`config.mk`:
```
export PLATFORM = sky130hd
export DESIGN_NAME = elevator_group_dispatcher_top
export DESIGN_NICKNAME = d
export VERILOG_FILES = /design/src/rtl/core/egd_pkg.sv /design/src/rtl/core/egd_ram.sv /design/src/rtl/core/elevator_group_dispatcher_top.sv
export VERILOG_INCLUDE_DIRS = /design/src /design/src/rtl/core
export SDC_FILE = /design/constraint.sdc
export NUM_CORES = 1
export LEC_CHECK = 0
export ABC_AREA = 1
export ABC_CLOCK_PERIOD_IN_PS = 11600
export CAP_MARGIN = 20
export CORE_ASPECT_RATIO = 1.1
export CORE_UTILIZATION = 55
export CTS_BUF_LIST = sky130_fd_sc_hd__clkbuf_4 sky130_fd_sc_hd__clkbuf_8
export CTS_CLUSTER_DIAMETER = 120
export DETAILED_ROUTE_END_ITERATION = 7
export DONT_BUFFER_PORTS = 1
export PLACE_DENSITY = 0.77
export SETUP_SLACK_MARGIN = 0.1
export SYNTH_ARGS = -nofsm -noshare
export SYNTH_HDL_FRONTEND = slang
export SYNTH_SLANG_ARGS = --single-unit
```
`constraint.sdc`:
```
create_clock -name clk -period 11.6 [get_ports clk]
set_input_delay 1.16 -clock clk [delete_from_list [all_inputs] [get_ports clk]]
set_output_delay 1.16 -clock clk [all_outputs]
set_load 0.01 [all_outputs]
```
`src/rtl/core/elevator_group_dispatcher_top_defines.svh`:
```
// Assertion macros shared by the dispatcher RTL.
`ifndef ELEVATOR_GROUP_DISPATCHER_TOP_DEFINES_SVH
`define ELEVATOR_GROUP_DISPATCHER_TOP_DEFINES_SVH

// A condition that must hold at every clock edge outside reset.
`define EGD_ASSERT_ALWAYS(lbl, cond) \
    lbl: assert property (@(posedge clk) disable iff (!rst_n) (cond)) \
        else $error("dispatcher invariant violated");

// A condition that must hold in the cycle after a trigger.
`define EGD_ASSERT_NEXT(lbl, trig, cond) \
    lbl: assert property (@(posedge clk) disable iff (!rst_n) (trig) |=> (cond)) \
        else $error("dispatcher sequence violated");

`endif

```
`src/rtl/core/egd_pkg.sv`:
```
`timescale 1ns / 1ps

package egd_pkg;

    localparam int CARS     = 6;
    localparam int FLOOR_W  = 5;
    localparam int CAR_W    = 3;
    localparam int TICKET_W = 4;
    localparam int DIST_W   = 7;

    localparam logic [DIST_W-1:0] DIST_INIT = 7'd100;
    localparam logic [3:0]        RIDER_MAX = 4'd15;

    // Request operation codes.
    localparam logic [1:0] OP_TICK   = 2'd0;
    localparam logic [1:0] OP_CALL   = 2'd1;
    localparam logic [1:0] OP_CANCEL = 2'd2;

    // Result status codes.
    localparam logic [2:0] ST_ASSIGNED   = 3'd0;
    localparam logic [2:0] ST_FROM_QUEUE = 3'd1;
    localparam logic [2:0] ST_QUEUED     = 3'd2;
    localparam logic [2:0] ST_DROPPED    = 3'd3;
    localparam logic [2:0] ST_INVALID    = 3'd4;
    localparam logic [2:0] ST_CANCELLED  = 3'd5;
    localparam logic [2:0] ST_NOT_FOUND  = 3'd6;
    localparam logic [2:0] ST_TICK_IDLE  = 3'd7;

    // Stop mark codes.
    localparam logic [1:0] MARK_NONE   = 2'd0;
    localparam logic [1:0] MARK_DEST   = 2'd1;
    localparam logic [1:0] MARK_PICKUP = 2'd2;

    // Car travel direction codes.
    localparam logic [1:0] DIR_NONE = 2'd0;
    localparam logic [1:0] DIR_UP   = 2'd1;
    localparam logic [1:0] DIR_DOWN = 2'd2;

    // Configuration register indexes.
    localparam logic CFG_DOOR_DWELL   = 1'b0;
    localparam logic CFG_LOW_ZONE_TOP = 1'b1;

    // Zone masks, bit i allows car i.
    localparam logic [CARS-1:0] ZONE_LOW   = 6'b110011;
    localparam logic [CARS-1:0] ZONE_HIGH  = 6'b111100;
    localparam logic [CARS-1:0] ZONE_CROSS = 6'b110000;

    typedef struct packed {
        logic [1:0]         op;
        logic [FLOOR_W-1:0] from_floor;
        logic [FLOOR_W-1:0] to_floor;
        logic [CAR_W-1:0]   car;
    } req_t;

    typedef struct packed {
        logic [2:0]          status;
        logic [CAR_W-1:0]    assigned_car;
        logic [TICKET_W-1:0] wait_number;
        logic [FLOOR_W-1:0]  out_from;
        logic [FLOOR_W-1:0]  out_to;
    } rsp_t;

    typedef struct packed {
        logic [FLOOR_W-1:0]  from_floor;
        logic [FLOOR_W-1:0]  to_floor;
        logic [TICKET_W-1:0] ticket;
    } wait_entry_t;

    typedef enum logic [3:0] {
        S_CLEAR,
        S_IDLE,
        S_FIN,
        S_ADV_RD,
        S_ADV_MK,
        S_SCAN_INIT,
        S_SCAN,
        S_QCHK,
        S_QDAT,
        S_PICK,
        S_MARK_FROM,
        S_MARK_TO,
        S_RESOLVE,
        S_CAN_RD,
        S_CAN_CHK
    } state_t;

endpackage

```
`src/rtl/core/egd_ram.sv`:
```
`timescale 1ns / 1ps

module egd_ram #(
    parameter int WIDTH = 8,
    parameter int DEPTH = 16
) (
    input  logic                     clk,
    input  logic                     we,
    input  logic [$clog2(DEPTH)-1:0] waddr,
    input  logic [WIDTH-1:0]         wdata,
    input  logic                     re,
    input  logic [$clog2(DEPTH)-1:0] raddr,
    output logic [WIDTH-1:0]         rdata
);

    logic [WIDTH-1:0] mem [DEPTH];

    // One write port and one registered read port.
    always_ff @(posedge clk)
    begin
        if (we)
        begin
            mem[waddr] <= wdata;
        end
        if (re)
        begin
            rdata <= mem[raddr];
        end
    end

endmodule

```
`src/rtl/core/elevator_group_dispatcher_top.sv`:
```
`timescale 1ns / 1ps
// Sequence: a call is one scan of the mark RAM per car, then the chosen car's stops are
// marked; a queued or dropped call skips the marks. A tick serves each car's stop, moves the
// cars whose door timer has run out, then retries the queue head; a cancel checks one mark.
// Throughput: one request at a time; busy stays high from acceptance until done.
// Reset: after rst_n rises a clearing pass zeroes the stop marks, busy is high meanwhile.
// The receiver cannot stall; done marks a one-cycle result.
module elevator_group_dispatcher_top
    import egd_pkg::*;
#(
    parameter int FLOORS      = 20,
    parameter int QUEUE_SLOTS = 8,
    parameter int TICKETS     = 10
) (
    input  logic       clk,
    input  logic       rst_n,
    input  logic       start,
    output logic       busy,
    input  req_t       request,
    input  logic       cfg_we,
    input  logic       cfg_index,
    input  logic [4:0] cfg_data,
    output logic       done,
    output rsp_t       result
);

    `include "elevator_group_dispatcher_top_defines.svh"

    localparam int MAW = $clog2(CARS * FLOORS);
    localparam int FLW = $clog2(FLOORS);
    localparam int FCW = $clog2(FLOORS + 1);
    localparam int QAW = $clog2(QUEUE_SLOTS);
    localparam int QCW = $clog2(QUEUE_SLOTS + 1);
    localparam int QEW = $bits(wait_entry_t);

    state_t state_reg, state_next;
    logic [CAR_W-1:0]    c_reg, c_next;
    logic [FCW-1:0]      f_reg, f_next;
    logic [FLW-1:0]      fd_reg, fd_next;
    logic                pend_reg, pend_next;
    logic [FCW-1:0]      cnt_reg, cnt_next;
    logic [FCW-1:0]      below_reg, below_next;
    logic [FCW-1:0]      above_reg, above_next;
    logic [FCW-1:0]      dcnt_reg, dcnt_next;
    logic [FLOOR_W-1:0]  depart_reg, depart_next;
    logic                any_reg, any_next;
    logic [DIST_W-1:0]   best_reg, best_next;
    logic [CAR_W-1:0]    pick_reg, pick_next;
    logic                found_reg, found_next;
    logic [FLOOR_W-1:0]  a_from_reg, a_from_next;
    logic [FLOOR_W-1:0]  a_to_reg, a_to_next;
    logic [TICKET_W-1:0] a_tk_reg, a_tk_next;
    logic                retry_reg, retry_next;
    logic                asg_reg, asg_next;
    req_t                req_reg, req_next;
    rsp_t                rsp_reg, rsp_next;
    logic                done_reg, done_next;
    logic [MAW-1:0]      clr_reg, clr_next;
    logic [QAW-1:0]      head_reg, head_next;
    logic [QCW-1:0]      qcnt_reg, qcnt_next;
    logic [TICKET_W-1:0] tk_reg, tk_next;
    logic [3:0]          dwell_reg, dwell_next;
    logic [FLOOR_W-1:0]  top_reg, top_next;

    logic [FLOOR_W-1:0] floor_reg [CARS];
    logic [FLOOR_W-1:0] floor_next [CARS];
    logic [3:0]         riders_reg [CARS];
    logic [3:0]         riders_next [CARS];
    logic [3:0]         timer_reg [CARS];
    logic [3:0]         timer_next [CARS];
    logic [1:0]         dir_reg [CARS];
    logic [1:0]         dir_next [CARS];
    logic [DIST_W-1:0]  dist_reg [CARS];
    logic [DIST_W-1:0]  dist_next [CARS];

    // Stop mark RAM and wait queue RAM ports.
    logic           m_we, m_re;
    logic [MAW-1:0] m_waddr, m_raddr;
    logic [1:0]     m_wdata, m_rdata;
    logic           q_we, q_re;
    logic [QAW-1:0] q_waddr, q_raddr;
    wait_entry_t    q_wdata, q_rdata;
    logic [QEW-1:0] q_rdata_raw;

    egd_ram #(.WIDTH(2), .DEPTH(CARS * FLOORS)) u_marks (
        .clk   (clk),
        .we    (m_we),
        .waddr (m_waddr),
        .wdata (m_wdata),
        .re    (m_re),
        .raddr (m_raddr),
        .rdata (m_rdata)
    );

    egd_ram #(.WIDTH(QEW), .DEPTH(QUEUE_SLOTS)) u_queue (
        .clk   (clk),
        .we    (q_we),
        .waddr (q_waddr),
        .wdata (q_wdata),
        .re    (q_re),
        .raddr (q_raddr),
        .rdata (q_rdata_raw)
    );

    assign q_rdata = wait_entry_t'(q_rdata_raw);
    assign busy    = (state_reg != S_IDLE);
    assign done    = done_reg;
    assign result  = rsp_reg;

    function automatic logic [MAW-1:0] mark_addr(input logic [CAR_W-1:0] c,
                                                 input logic [FLOOR_W-1:0] f);
        mark_addr = MAW'(int'(c) * FLOORS + int'(f));
    endfunction

    // Scan results and helpers for the current car.
    logic [FLOOR_W-1:0] cur;
    logic [1:0]         dir_w;
    logic [DIST_W-1:0]  dist_w;
    logic [FLOOR_W-1:0] absdiff;
    logic [CARS-1:0]    zone_allow;
    logic [QCW:0]       tail_sum;
    logic [QAW-1:0]     tail;
    logic               lowb, highb;

    assign cur = floor_reg[c_reg];

    always_comb
    begin
        if (cnt_reg == '0)
            dir_w = DIR_NONE;
        else if (cur != depart_reg)
            dir_w = (cur < depart_reg) ? DIR_UP : DIR_DOWN;
        else if (below_reg > above_reg)
            dir_w = DIR_DOWN;
        else if (below_reg < above_reg)
            dir_w = DIR_UP;
        else
            dir_w = DIR_NONE;
    end

    assign absdiff = (cur < a_from_reg) ? (a_from_reg - cur) : (cur - a_from_reg);
    assign dist_w  = DIST_W'(absdiff) + DIST_W'(dcnt_reg);

    // Zone rule for the request under assignment.
    assign lowb  = (a_from_reg <= top_reg) && (a_to_reg <= top_reg);
    assign highb = ((a_from_reg > top_reg) && (a_to_reg > top_reg)) ||
                   ((a_from_reg > top_reg) && (a_to_reg == '0)) ||
                   ((a_from_reg == '0) && (a_to_reg > top_reg));
    assign zone_allow = lowb ? ZONE_LOW : (highb ? ZONE_HIGH : ZONE_CROSS);

    // Queue tail slot.
    always_comb
    begin
        tail_sum = (QCW+1)'(head_reg) + (QCW+1)'(qcnt_reg);
        if (tail_sum >= (QCW+1)'(QUEUE_SLOTS))
            tail_sum = tail_sum - (QCW+1)'(QUEUE_SLOTS);
        tail = tail_sum[QAW-1:0];
    end

    // Sequencer: next state, RAM accesses and state updates.
    always_comb
    begin
        logic [1:0]  mk;
        logic [3:0]  r;
        logic [3:0]  t;
        logic        ok;
        logic        in_range;
        logic        fnd;
        logic [1:0]  dc;
        logic [FLOOR_W-1:0] fl;

        state_next  = state_reg;
        c_next      = c_reg;
        f_next      = f_reg;
        fd_next     = fd_reg;
        pend_next   = pend_reg;
        cnt_next    = cnt_reg;
        below_next  = below_reg;
        above_next  = above_reg;
        dcnt_next   = dcnt_reg;
        depart_next = depart_reg;
        any_next    = any_reg;
        best_next   = best_reg;
        pick_next   = pick_reg;
        found_next  = found_reg;
        a_from_next = a_from_reg;
        a_to_next   = a_to_reg;
        a_tk_next   = a_tk_reg;
        retry_next  = retry_reg;
        asg_next    = asg_reg;
        req_next    = req_reg;
        rsp_next    = rsp_reg;
        done_next   = 1'b0;
        clr_next    = clr_reg;
        head_next   = head_reg;
        qcnt_next   = qcnt_reg;
        tk_next     = tk_reg;
        dwell_next  = dwell_reg;
        top_next    = top_reg;
        floor_next  = floor_reg;
        riders_next = riders_reg;
        timer_next  = timer_reg;
        dir_next    = dir_reg;
        dist_next   = dist_reg;

        m_we    = 1'b0;
        m_waddr = '0;
        m_wdata = MARK_NONE;
        m_re    = 1'b0;
        m_raddr = '0;
        q_we    = 1'b0;
        q_waddr = '0;
        q_wdata = '0;
        q_re    = 1'b0;
        q_raddr = '0;

        mk       = MARK_NONE;
        r        = '0;
        t        = '0;
        ok       = 1'b0;
        in_range = 1'b0;
        fnd      = 1'b0;
        dc       = DIR_NONE;
        fl       = '0;

        // Configuration writes.
        if (cfg_we)
        begin
            if (cfg_index == CFG_DOOR_DWELL)
                dwell_next = cfg_data[3:0];
            else
                top_next = cfg_data;
        end

        unique case (state_reg)
            S_CLEAR:
            begin
                m_we    = 1'b1;
                m_waddr = clr_reg;
                m_wdata = MARK_NONE;
                if (clr_reg == MAW'(CARS * FLOORS - 1))
                    state_next = S_IDLE;
                else
                    clr_next = clr_reg + 1'b1;
            end

            S_IDLE:
            begin
                if (start)
                begin
                    req_next = request;
                    rsp_next = '0;
                    c_next   = '0;
                    priority if (request.op == OP_TICK)
                    begin
                        state_next = S_ADV_RD;
                    end
                    else if (request.op == OP_CALL)
                    begin
                        if ((int'(request.from_floor) < FLOORS) &&
                            (int'(request.to_floor) < FLOORS) &&
                            (request.from_floor != request.to_floor))
                        begin
                            a_from_next = request.from_floor;
                            a_to_next   = request.to_floor;
                            retry_next  = 1'b0;
                            asg_next    = 1'b1;
                            any_next    = 1'b0;
                            state_next  = S_SCAN_INIT;
                        end
                        else
                        begin
                            rsp_next.status = ST_INVALID;
                            state_next      = S_FIN;
                        end
                    end
                    else if (request.op == OP_CANCEL)
                    begin
                        if ((int'(request.car) < CARS) && (int'(request.to_floor) < FLOORS))
                        begin
                            state_next = S_CAN_RD;
                        end
                        else
                        begin
                            rsp_next.status = ST_INVALID;
                            state_next      = S_FIN;
                        end
                    end
                    else
                    begin
                        rsp_next.status = ST_INVALID;
                        state_next      = S_FIN;
                    end
                end
            end

            S_FIN:
            begin
                done_next  = 1'b1;
                state_next = S_IDLE;
            end

            // Read the mark at the car's floor.
            S_ADV_RD:
            begin
                m_re       = 1'b1;
                m_raddr    = mark_addr(c_reg, cur);
                state_next = S_ADV_MK;
            end

            // Serve the stop, then move or count the door down.
            S_ADV_MK:
            begin
                mk = m_rdata;
                r  = riders_reg[c_reg];
                t  = timer_reg[c_reg];
                if (mk != MARK_NONE)
                begin
                    if ((mk == MARK_PICKUP) && (r < RIDER_MAX))
                        r = r + 1'b1;
                    if (r != '0)
                    begin
                        m_we    = 1'b1;
                        m_waddr = mark_addr(c_reg, cur);
                        m_wdata = MARK_NONE;
                        t       = dwell_reg;
                    end
                end
                riders_next[c_reg] = r;
                if (t == '0)
                begin
                    timer_next[c_reg] = t;
                    asg_next          = 1'b0;
                    state_next        = S_SCAN_INIT;
                end
                else
                begin
                    timer_next[c_reg] = t - 1'b1;
                    if (int'(c_reg) == CARS - 1)
                        state_next = S_QCHK;
                    else
                    begin
                        c_next     = c_reg + 1'b1;
                        state_next = S_ADV_RD;
                    end
                end
            end

            S_SCAN_INIT:
            begin
                f_next      = '0;
                pend_next   = 1'b0;
                cnt_next    = '0;
                below_next  = '0;
                above_next  = '0;
                dcnt_next   = '0;
                depart_next = cur;
                state_next  = S_SCAN;
            end

            // Walk every floor of the car; read data comes back in the cycle after its address.
            S_SCAN:
            begin
                if (pend_reg && (m_rdata != MARK_NONE))
                begin
                    cnt_next = cnt_reg + 1'b1;
                    if (m_rdata == MARK_PICKUP)
                        depart_next = FLOOR_W'(fd_reg);
                    if (int'(fd_reg) < int'(cur))
                        below_next = below_reg + 1'b1;
                    else if (int'(fd_reg) > int'(cur))
                        above_next = above_reg + 1'b1;
                    if (cur < a_from_reg)
                        in_range = (int'(fd_reg) >= int'(cur)) &&
                                   (int'(fd_reg) < int'(a_from_reg));
                    else
                        in_range = (int'(fd_reg) > int'(a_from_reg)) &&
                                   (int'(fd_reg) <= int'(cur));
                    if (in_range)
                        dcnt_next = dcnt_reg + 1'b1;
                end
                if (f_reg < FCW'(FLOORS))
                begin
                    m_re      = 1'b1;
                    m_raddr   = mark_addr(c_reg, FLOOR_W'(f_reg[FLW-1:0]));
                    fd_next   = f_reg[FLW-1:0];
                    pend_next = 1'b1;
                    f_next    = f_reg + 1'b1;
                end
                else
                begin
                    pend_next = 1'b0;
                    if (!pend_reg)
                    begin
                        if (!asg_reg)
                        begin
                            if (dir_w == DIR_UP)
                            begin
                                if (int'(cur) < FLOORS - 1)
                                    floor_next[c_reg] = cur + 1'b1;
                            end
                            else if (dir_w == DIR_DOWN)
                            begin
                                if (cur != '0)
                                    floor_next[c_reg] = cur - 1'b1;
                            end
                            else
                            begin
                                riders_next[c_reg] = '0;
                            end
                            if (int'(c_reg) == CARS - 1)
                                state_next = S_QCHK;
                            else
                            begin
                                c_next     = c_reg + 1'b1;
                                state_next = S_ADV_RD;
                            end
                        end
                        else
                        begin
                            dir_next[c_reg]  = dir_w;
                            dist_next[c_reg] = dist_w;
                            any_next         = any_reg | (cnt_reg != '0);
                            if (int'(c_reg) == CARS - 1)
                            begin
                                c_next     = '0;
                                best_next  = DIST_INIT;
                                found_next = 1'b0;
                                state_next = S_PICK;
                            end
                            else
                            begin
                                c_next     = c_reg + 1'b1;
                                state_next = S_SCAN_INIT;
                            end
                        end
                    end
                end
            end

            // Retry the oldest waiting request, if any.
            S_QCHK:
            begin
                if (qcnt_reg == '0)
                begin
                    rsp_next.status = ST_TICK_IDLE;
                    state_next      = S_FIN;
                end
                else
                begin
                    q_re       = 1'b1;
                    q_raddr    = head_reg;
                    state_next = S_QDAT;
                end
            end

            S_QDAT:
            begin
                a_from_next = q_rdata.from_floor;
                a_to_next   = q_rdata.to_floor;
                a_tk_next   = q_rdata.ticket;
                head_next   = (int'(head_reg) == QUEUE_SLOTS - 1) ? '0 : head_reg + 1'b1;
                qcnt_next   = qcnt_reg - 1'b1;
                retry_next  = 1'b1;
                asg_next    = 1'b1;
                any_next    = 1'b0;
                c_next      = '0;
                state_next  = S_SCAN_INIT;
            end

            // Pick the eligible car with the least distance, lowest number on ties.
            S_PICK:
            begin
                dc = dir_reg[c_reg];
                fl = floor_reg[c_reg];
                ok = !any_reg || (dc == DIR_NONE) ||
                     ((a_to_reg > a_from_reg) && (dc == DIR_UP) && (fl <= a_from_reg)) ||
                     ((a_to_reg < a_from_reg) && (dc == DIR_DOWN) && (fl >= a_from_reg));
                ok  = ok && zone_allow[c_reg];
                fnd = found_reg;
                if (ok && (dist_reg[c_reg] < best_reg))
                begin
                    best_next = dist_reg[c_reg];
                    pick_next = c_reg;
                    fnd       = 1'b1;
                end
                found_next = fnd;
                if (int'(c_reg) == CARS - 1)
                    state_next = fnd ? S_MARK_FROM : S_RESOLVE;
                else
                    c_next = c_reg + 1'b1;
            end

            S_MARK_FROM:
            begin
                m_we       = 1'b1;
                m_waddr    = mark_addr(pick_reg, a_from_reg);
                m_wdata    = MARK_PICKUP;
                state_next = S_MARK_TO;
            end

            S_MARK_TO:
            begin
                m_we       = 1'b1;
                m_waddr    = mark_addr(pick_reg, a_to_reg);
                m_wdata    = MARK_DEST;
                state_next = S_RESOLVE;
            end

            // Form the result; queue the request when no car took it, or drop a new call when the queue is full.
            S_RESOLVE:
            begin
                rsp_next.out_from = a_from_reg;
                rsp_next.out_to   = a_to_reg;
                if (found_reg)
                begin
                    rsp_next.status       = retry_reg ? ST_FROM_QUEUE : ST_ASSIGNED;
                    rsp_next.assigned_car = pick_reg;
                    rsp_next.wait_number  = retry_reg ? a_tk_reg : '0;
                end
                else if (retry_reg)
                begin
                    q_we    = 1'b1;
                    q_waddr = tail;
                    q_wdata = '{from_floor: a_from_reg, to_floor: a_to_reg, ticket: a_tk_reg};
                    qcnt_next            = qcnt_reg + 1'b1;
                    rsp_next.status      = ST_QUEUED;
                    rsp_next.wait_number = a_tk_reg;
                end
                else if (qcnt_reg >= QCW'(QUEUE_SLOTS))
                begin
                    rsp_next.status = ST_DROPPED;
                end
                else
                begin
                    q_we    = 1'b1;
                    q_waddr = tail;
                    q_wdata = '{from_floor: a_from_reg, to_floor: a_to_reg, ticket: tk_reg};
                    qcnt_next            = qcnt_reg + 1'b1;
                    rsp_next.status      = ST_QUEUED;
                    rsp_next.wait_number = tk_reg;
                    tk_next = (int'(tk_reg) + 1 >= TICKETS) ? '0 : tk_reg + 1'b1;
                end
                state_next = S_FIN;
            end

            S_CAN_RD:
            begin
                m_re       = 1'b1;
                m_raddr    = mark_addr(req_reg.car, req_reg.to_floor);
                state_next = S_CAN_CHK;
            end

            S_CAN_CHK:
            begin
                rsp_next.assigned_car = req_reg.car;
                rsp_next.out_to       = req_reg.to_floor;
                if (m_rdata == MARK_DEST)
                begin
                    m_we            = 1'b1;
                    m_waddr         = mark_addr(req_reg.car, req_reg.to_floor);
                    m_wdata         = MARK_NONE;
                    rsp_next.status = ST_CANCELLED;
                end
                else
                begin
                    rsp_next.status = ST_NOT_FOUND;
                end
                state_next = S_FIN;
            end

            default:
            begin
                state_next = S_IDLE;
            end
        endcase
    end

    // State registers.
    always_ff @(posedge clk or negedge rst_n)
    begin
        if (!rst_n)
        begin
            state_reg  <= S_CLEAR;
            c_reg      <= '0;
            f_reg      <= '0;
            fd_reg     <= '0;
            pend_reg   <= 1'b0;
            cnt_reg    <= '0;
            below_reg  <= '0;
            above_reg  <= '0;
            dcnt_reg   <= '0;
            depart_reg <= '0;
            any_reg    <= 1'b0;
            best_reg   <= DIST_INIT;
            pick_reg   <= '0;
            found_reg  <= 1'b0;
            a_from_reg <= '0;
            a_to_reg   <= '0;
            a_tk_reg   <= '0;
            retry_reg  <= 1'b0;
            asg_reg    <= 1'b0;
            req_reg    <= '0;
            rsp_reg    <= '0;
            done_reg   <= 1'b0;
            clr_reg    <= '0;
            head_reg   <= '0;
            qcnt_reg   <= '0;
            tk_reg     <= '0;
            dwell_reg  <= 4'd2;
            top_reg    <= 5'd9;
            for (int i = 0; i < CARS; i++)
            begin
                floor_reg[i]  <= '0;
                riders_reg[i] <= '0;
                timer_reg[i]  <= '0;
                dir_reg[i]    <= DIR_NONE;
                dist_reg[i]   <= '0;
            end
        end
        else
        begin
            state_reg   <= state_next;
            c_reg       <= c_next;
            f_reg       <= f_next;
            fd_reg      <= fd_next;
            pend_reg    <= pend_next;
            cnt_reg     <= cnt_next;
            below_reg   <= below_next;
            above_reg   <= above_next;
            dcnt_reg    <= dcnt_next;
            depart_reg  <= depart_next;
            any_reg     <= any_next;
            best_reg    <= best_next;
            pick_reg    <= pick_next;
            found_reg   <= found_next;
            a_from_reg  <= a_from_next;
            a_to_reg    <= a_to_next;
            a_tk_reg    <= a_tk_next;
            retry_reg   <= retry_next;
            asg_reg     <= asg_next;
            req_reg     <= req_next;
            rsp_reg     <= rsp_next;
            done_reg    <= done_next;
            clr_reg     <= clr_next;
            head_reg    <= head_next;
            qcnt_reg    <= qcnt_next;
            tk_reg      <= tk_next;
            dwell_reg   <= dwell_next;
            top_reg     <= top_next;
            floor_reg   <= floor_next;
            riders_reg  <= riders_next;
            timer_reg   <= timer_next;
            dir_reg     <= dir_next;
            dist_reg    <= dist_next;
        end
    end

    // A result only appears once the block has gone idle again.
    `EGD_ASSERT_ALWAYS(a_done_idle, !done || !busy)
    // Every accepted request makes the block busy in the following cycle.
    `EGD_ASSERT_NEXT(a_start_busy, start && !busy, busy)
    // The waiting queue never holds more than its slots.
    `EGD_ASSERT_ALWAYS(a_queue_bound, qcnt_reg <= QCW'(QUEUE_SLOTS))
    // Ticket numbers stay inside their range.
    `EGD_ASSERT_ALWAYS(a_ticket_range, int'(tk_reg) < TICKETS)

endmodule

```
# Word level (Yosys, flattened, before mapping)
# Memory sizes are Yosys's and may differ from the RTL's. A register that Yosys moved wholly into a read port is not among the register bits.
# Index checks and enable logic that the tools add are counted.
# word_totals
ff_bits,259
ram_bits,352
inputBits,25
output_inout_bits,22
elab_cells,480
memories,2
# mem_list
memory,depth,word_bits,rd,rd_ports_with_merged_regs,wr,line,source
u_marks.mem,120,2,1,1,1,egd_ram.sv:16,logic [WIDTH-1:0] mem [DEPTH];
u_queue.mem,8,14,1,1,1,egd_ram.sv:16,
# op_classes
addsub,26
multipliers,3
n_lt_le_gt_ge,31
eq_ne,57
mux,205
bitwise_logic,12
reduce_logical,81
# ops
op,n
$mux W24,6
$mux W4,35
$mux W30,4
$mux W5,23
$mux W3,28
$mux W7,12
$pmux W5 S2,8
$bwmux W24,3
$bwmux W30,2
$mux W14,4
$ne A2 B2 Y1 const B,26
$pmux W4 S13,1
$pmux W24 S2,1
$bwmux W42,1
$mux W1,40
$pmux W7 S5,1
$add A5 B1 Y5 const B,6
$gt A5 B5 Y1,6
$lt A5 B5 Y1,6
$eq A4 B4 Y1 const B,7
$and A24 B24 Y24,1
$bmux W4 S3,2
$not A24 Y24,1
$add A7 B5 Y7,3
79 further kinds,188

# Longest topological paths before layout
# depth
word_depth,16
depth_mapped,30

# By module
# Synthesis repeated with hierarchy kept, for this count alone.
# unflattened
hier_cells,3545
area_unflattened_um2,31327.5
# modules_own_cells
mod,n_inst,cells_per_inst,area_each_um2,seq_area_each_um2
elevator_group_dispatcher_top,1,1985,15233.4,6338.6
egd_ram at u_marks,1,1045,10691.5,7267.0
egd_ram at u_queue,1,515,5402.7,3783.6

# Least setup slack after synthesis
# Ideal clock, no wire load.
# synth_timing
path_kind,flip-flop to flip-flop
from,reg state_reg[2]
to,"mem u_marks.mem[856][0], in the netlist u_marks.mem[107][0], enable pin"
arrival_time_ps,5185
t_required_ps,11291
path_slack_ps,6106
path_stages_with_launch,13
path_buffers,1
synth_period_minus_slack_ps,5494
path_cell_list,dfrtp_1 -> nor2_1 -> inv_1 -> nor2_1 -> inv_1 -> o21ai_0 -> a221oi_1 -> nand2_4 -> inv_2 -> nor2_4 -> nand2_2 -> buf_2 -> nor2_1
# synth_via
elab_chain_cells,5
# synth_rtl
item,line,source
start: declaration,elevator_group_dispatcher_top.sv:36,"state_t state_reg, state_next;"
start signal: assignment,elevator_group_dispatcher_top.sv:623,state_reg <= state_next;
$eq A4 B4 Y1 or $logic_not A4 Y1 (tied branches),elevator_group_dispatcher_top.sv:235,unique case (state_reg)
$reduce_or A3 Y1 (no source line),--,
$pmux W1 S3,elevator_group_dispatcher_top.sv:235,
$mux W1,egd_ram.sv:21,if (we)
$mux W1 (implied by the code),egd_ram.sv:23,mem[waddr] <= wdata;
end: declaration,egd_ram.sv:16,
# Parallel ways exist; a longest one is shown, timed or not.

# Final worst setup path
# layout_timing
from,reg c_reg[1]
to,reg dist_reg[24] in the netlist's numbering
# layout_via
elab_chain_cells,8
# layout_rtl
item,line,source
start: declaration,elevator_group_dispatcher_top.sv:37,"logic [CAR_W-1:0] c_reg, c_next;"
start signal: assignment,elevator_group_dispatcher_top.sv:624,c_reg <= c_next;
$not A3 Y4 (implied by the code) *,"elevator_group_dispatcher_top.sv:125, elevator_group_dispatcher_top.sv:422",
$bmux W5 S3,elevator_group_dispatcher_top.sv:125,assign cur = floor_reg[c_reg];
$mux W5 (implied by the code) (2 in series),elevator_group_dispatcher_top.sv:125,
$sub A5 B5 Y5 or $lt A5 B5 Y1 (tied branches),elevator_group_dispatcher_top.sv:141,assign absdiff = (cur < a_from_reg) ? (a_from_reg - cur) : (cur - a_from_reg);
$mux W5,elevator_group_dispatcher_top.sv:141,
$add A5 B5 Y6,elevator_group_dispatcher_top.sv:142,assign dist_w = DIST_W'(absdiff) + DIST_W'(dcnt_reg);
$bwmux W42 *,elevator_group_dispatcher_top.sv:422,dist_next[c_reg] = dist_w;
end signal: assignment,elevator_group_dispatcher_top.sv:655,dist_reg <= dist_next;
end: declaration,elevator_group_dispatcher_top.sv:73,logic [DIST_W-1:0] dist_reg [CARS];
# Mark *: on every way between the ends. The rest lies on a longest branch, timed or not. The select of a mux whose other input is x is not followed.
# A chain may end at the register's enable or synchronous reset.

==> run metrics <==
worst skew pair latency=720 ps; first-pass GRT wire length=124900 um; Synth-to-Final Area Change=9.065%; post-route ant nets=0; Synth warnings=0; Power Dens Cells=191.7 mW/mm^2; Crit. Startpoint=c_reg[1]; CTS tree=yes; Clock Sinks=621; chip height=252.2 um; core box area=0.05613 mm^2; cell taking the most area after synthesis=edfxtp_1; DRC Markers=0; final setup fails=0; Setup Fix Bufs, Post-CTS=0; DR WL/cell=18.69 um; crit path time final=5939 ps; Avg Synthesized Cell Area=9.167 um^2; Hold Buf Count CTS=0; post-synth top area share=35.30%; Via density=5.712; Post-DP Area=0.03201 mm^2; Highest Clock Rate=168.4 MHz; reg2reg start=c_reg[1]; Buffers on Ports=0; Setup crit start kind=register; clock-pin slew of the registers on the worst-case setup and hold paths=60 ps; asr flop ratio synth=40.74%; final instance area=0.03414 mm^2; Setup crit end=dist_reg[24]; syn_nets=3551; row count=91; final hold violation count=0; max reg flops=240; most common cell in the synthesized netlist=nand2_1; worst reg2reg path depth=25; period utilization=51.20%; die area=0.05788 mm^2; Yosys cell types=61; clk_skew=65.50 ps; pre-CTS WS=5774 ps; max-slew violation count=0; Worst Path Required=12220 ps; Mapped Cells=3415; Final Wtd Congestion=0.9277; R2R Setup Slk=5660 ps; Max clock buf depth=3; Power Total=6.546 mW; HP Class=input pin to asynchronous set/reset pin; Pleak=14.92 nW; Net count, final=3565; vias in the first global route=23280; worst slew pin tran=1012 ps; status=completed; Overflow after GRT=0; EDFF count, synth=368; CTS root buf=clkbuf_8; crit path kind=register to register; Area contributors post-synth=edfxtp_1 35%, dfrtp_1 20%, nand2_1 9.5%, inv_1 4.7%, nor2_1 4.6%; max-cap viol count=0; first drt pass iteration count=6; DR iter-0 viols=2355; Worst Setup End Kind=register; RSZ-0062 raised after global routing=false; via count=24310; GRT Total Usage=27.55%; R2R Path End=dist_reg[24]; Commonest cells post-synth=793 x nand2_1, 390 x inv_1, 382 x nor2_1; Final Worst Setup Slack=5661 ps; setup tns final=0 ps; crit path DAT=6560 ps; Crit Path Max Fanout=16; Slew headroom=32.46%; Post-Route WL=79550 um; Die Span X=229.5 um; share of cells above drive strength 1=9.288%; ys flop type=edfxtp_1; H-Tree Depth=3; largest net degree at the start of global routing=254; initial antenna violation count=2; Netlist Area Pre-Place=0.03131 mm^2; I/O pins=47; detailed placer's ending HPWL=51300 um; register area share after synthesis=55.55%; Num CTS Buffers=97; worst vdd rail ir drop=0.1204 mV; Initial Util=55.77%; number of synthesized register bits=621; post_cts resized=0
-- power by group --
group	internal, mW	switching, mW	leakage (nW)
sequential	2.54	0.203	7.10
combinational	0.525	1.31	6.68
clock	1.10	0.875	1.14
-- layer usage --
metal / wire [um] / GRT usage [%] / up-vias
met5: 0 / 0 / -
met4: 3334 / 12.90 / 0
met3: 6442 / 4.874 / 194
met2: 37250 / 44.41 / 1042
met1: 32520 / 36.33 / 11610
li1: - / - / 11460
-- per-stage QoR --
stage          instances  hold WS (ps)  utilization [%]
2_1_floorplan       3415         425.4                -
3_3_place_gp        4072         428.2            57.00
3_5_place_dp        4073         435.9            57.02
4_1_cts             4253         101.6            60.78
5_1_grt             4256         132.2            60.83
6_report            4256         158.6            60.83
-- layout make-up --
type	instances	area, um^2
Sequential cell	621	17390
Tap cell	744	930.9
Timing Repair Buffer	32	256.5
Multi-Input combinational cell	2271	11920
Fill cell	4647	21990
Clock buffer	167	1979
Clock inverter	13	130.1
Inverter	406	1529
Antenna cell	2	5.005
-- cell usage in the layout, fill, tap and decap left out, types with 7 or more instances in the layout --
cell type / instances
xnor2_1: 14
xor2_1: 29
o21bai_1: 17
inv_2: 10
nand2_1: 793
o211ai_1: 45
nand3_1: 268
ha_1: 101
a22oi_1: 20
fa_1: 10
nor2_2: 10
nand3b_1: 48
a31oi_1: 25
o32ai_1: 14
nand2_2: 30
o22ai_1: 19
inv_1: 390
o21ai_1: 9
clkbuf_8: 116
dfrtp_1: 247
buf_4: 30
a22o_1: 10
or2_2: 24
a21oi_1: 85
o221ai_1: 9
nor2_4: 11
nor2_1: 378
o21ai_0: 201
nand4_1: 16
clkbuf_4: 51
nor3_1: 21
mux2_2: 7
edfxtp_1: 368
-- kinds of logic after synthesis --
family	count (synthesis)	share of synthesized area (%)
XOR/XNOR	43	1.203
buffers and inverters	523	6.575
flip-flops	621	55.55
AND/OR/NAND/NOR	1620	22.30
multiplexers	8	0.2838
AO/OA/AOI/OAI	489	9.416
adder cells (fa/ha/maj)	111	4.676
-- worst min-delay path by stage --
stage,start,end,slack (ps)
final,rst_n,dist_reg[2],160
after global routing,rst_n,dist_reg[9],130
after CTS,rst_n,best_reg[1],100
after detailed placement,u_queue.rdata[0],a_tk_reg[0],440
after global placement,u_queue.rdata[1],a_tk_reg[1],430
after floorplan,u_queue.rdata[0],a_tk_reg[0],430
-- critical path: stages (launching register included) --
cell and delay, ps:
dfrtp_1 730, inv_1 460, nor2_2 300, nand2_1 310, inv_1 470, a22o_1 200
nor2_1 40, nand2_1 300, inv_1 180, ha_1 370, a21oi_1 130, o21ai_0 130
nand2_1 80, nand2_1 50, nand2_1 50, nand2_1 140, o21ai_0 240, xor2_1 180
inv_1 80, ha_1 330, a21oi_1 140, inv_1 50, a31oi_1 210, xor2_1 480
nand2_1 120, o21ai_0 100
No activity file was read; power rests on OpenSTA's default activity.
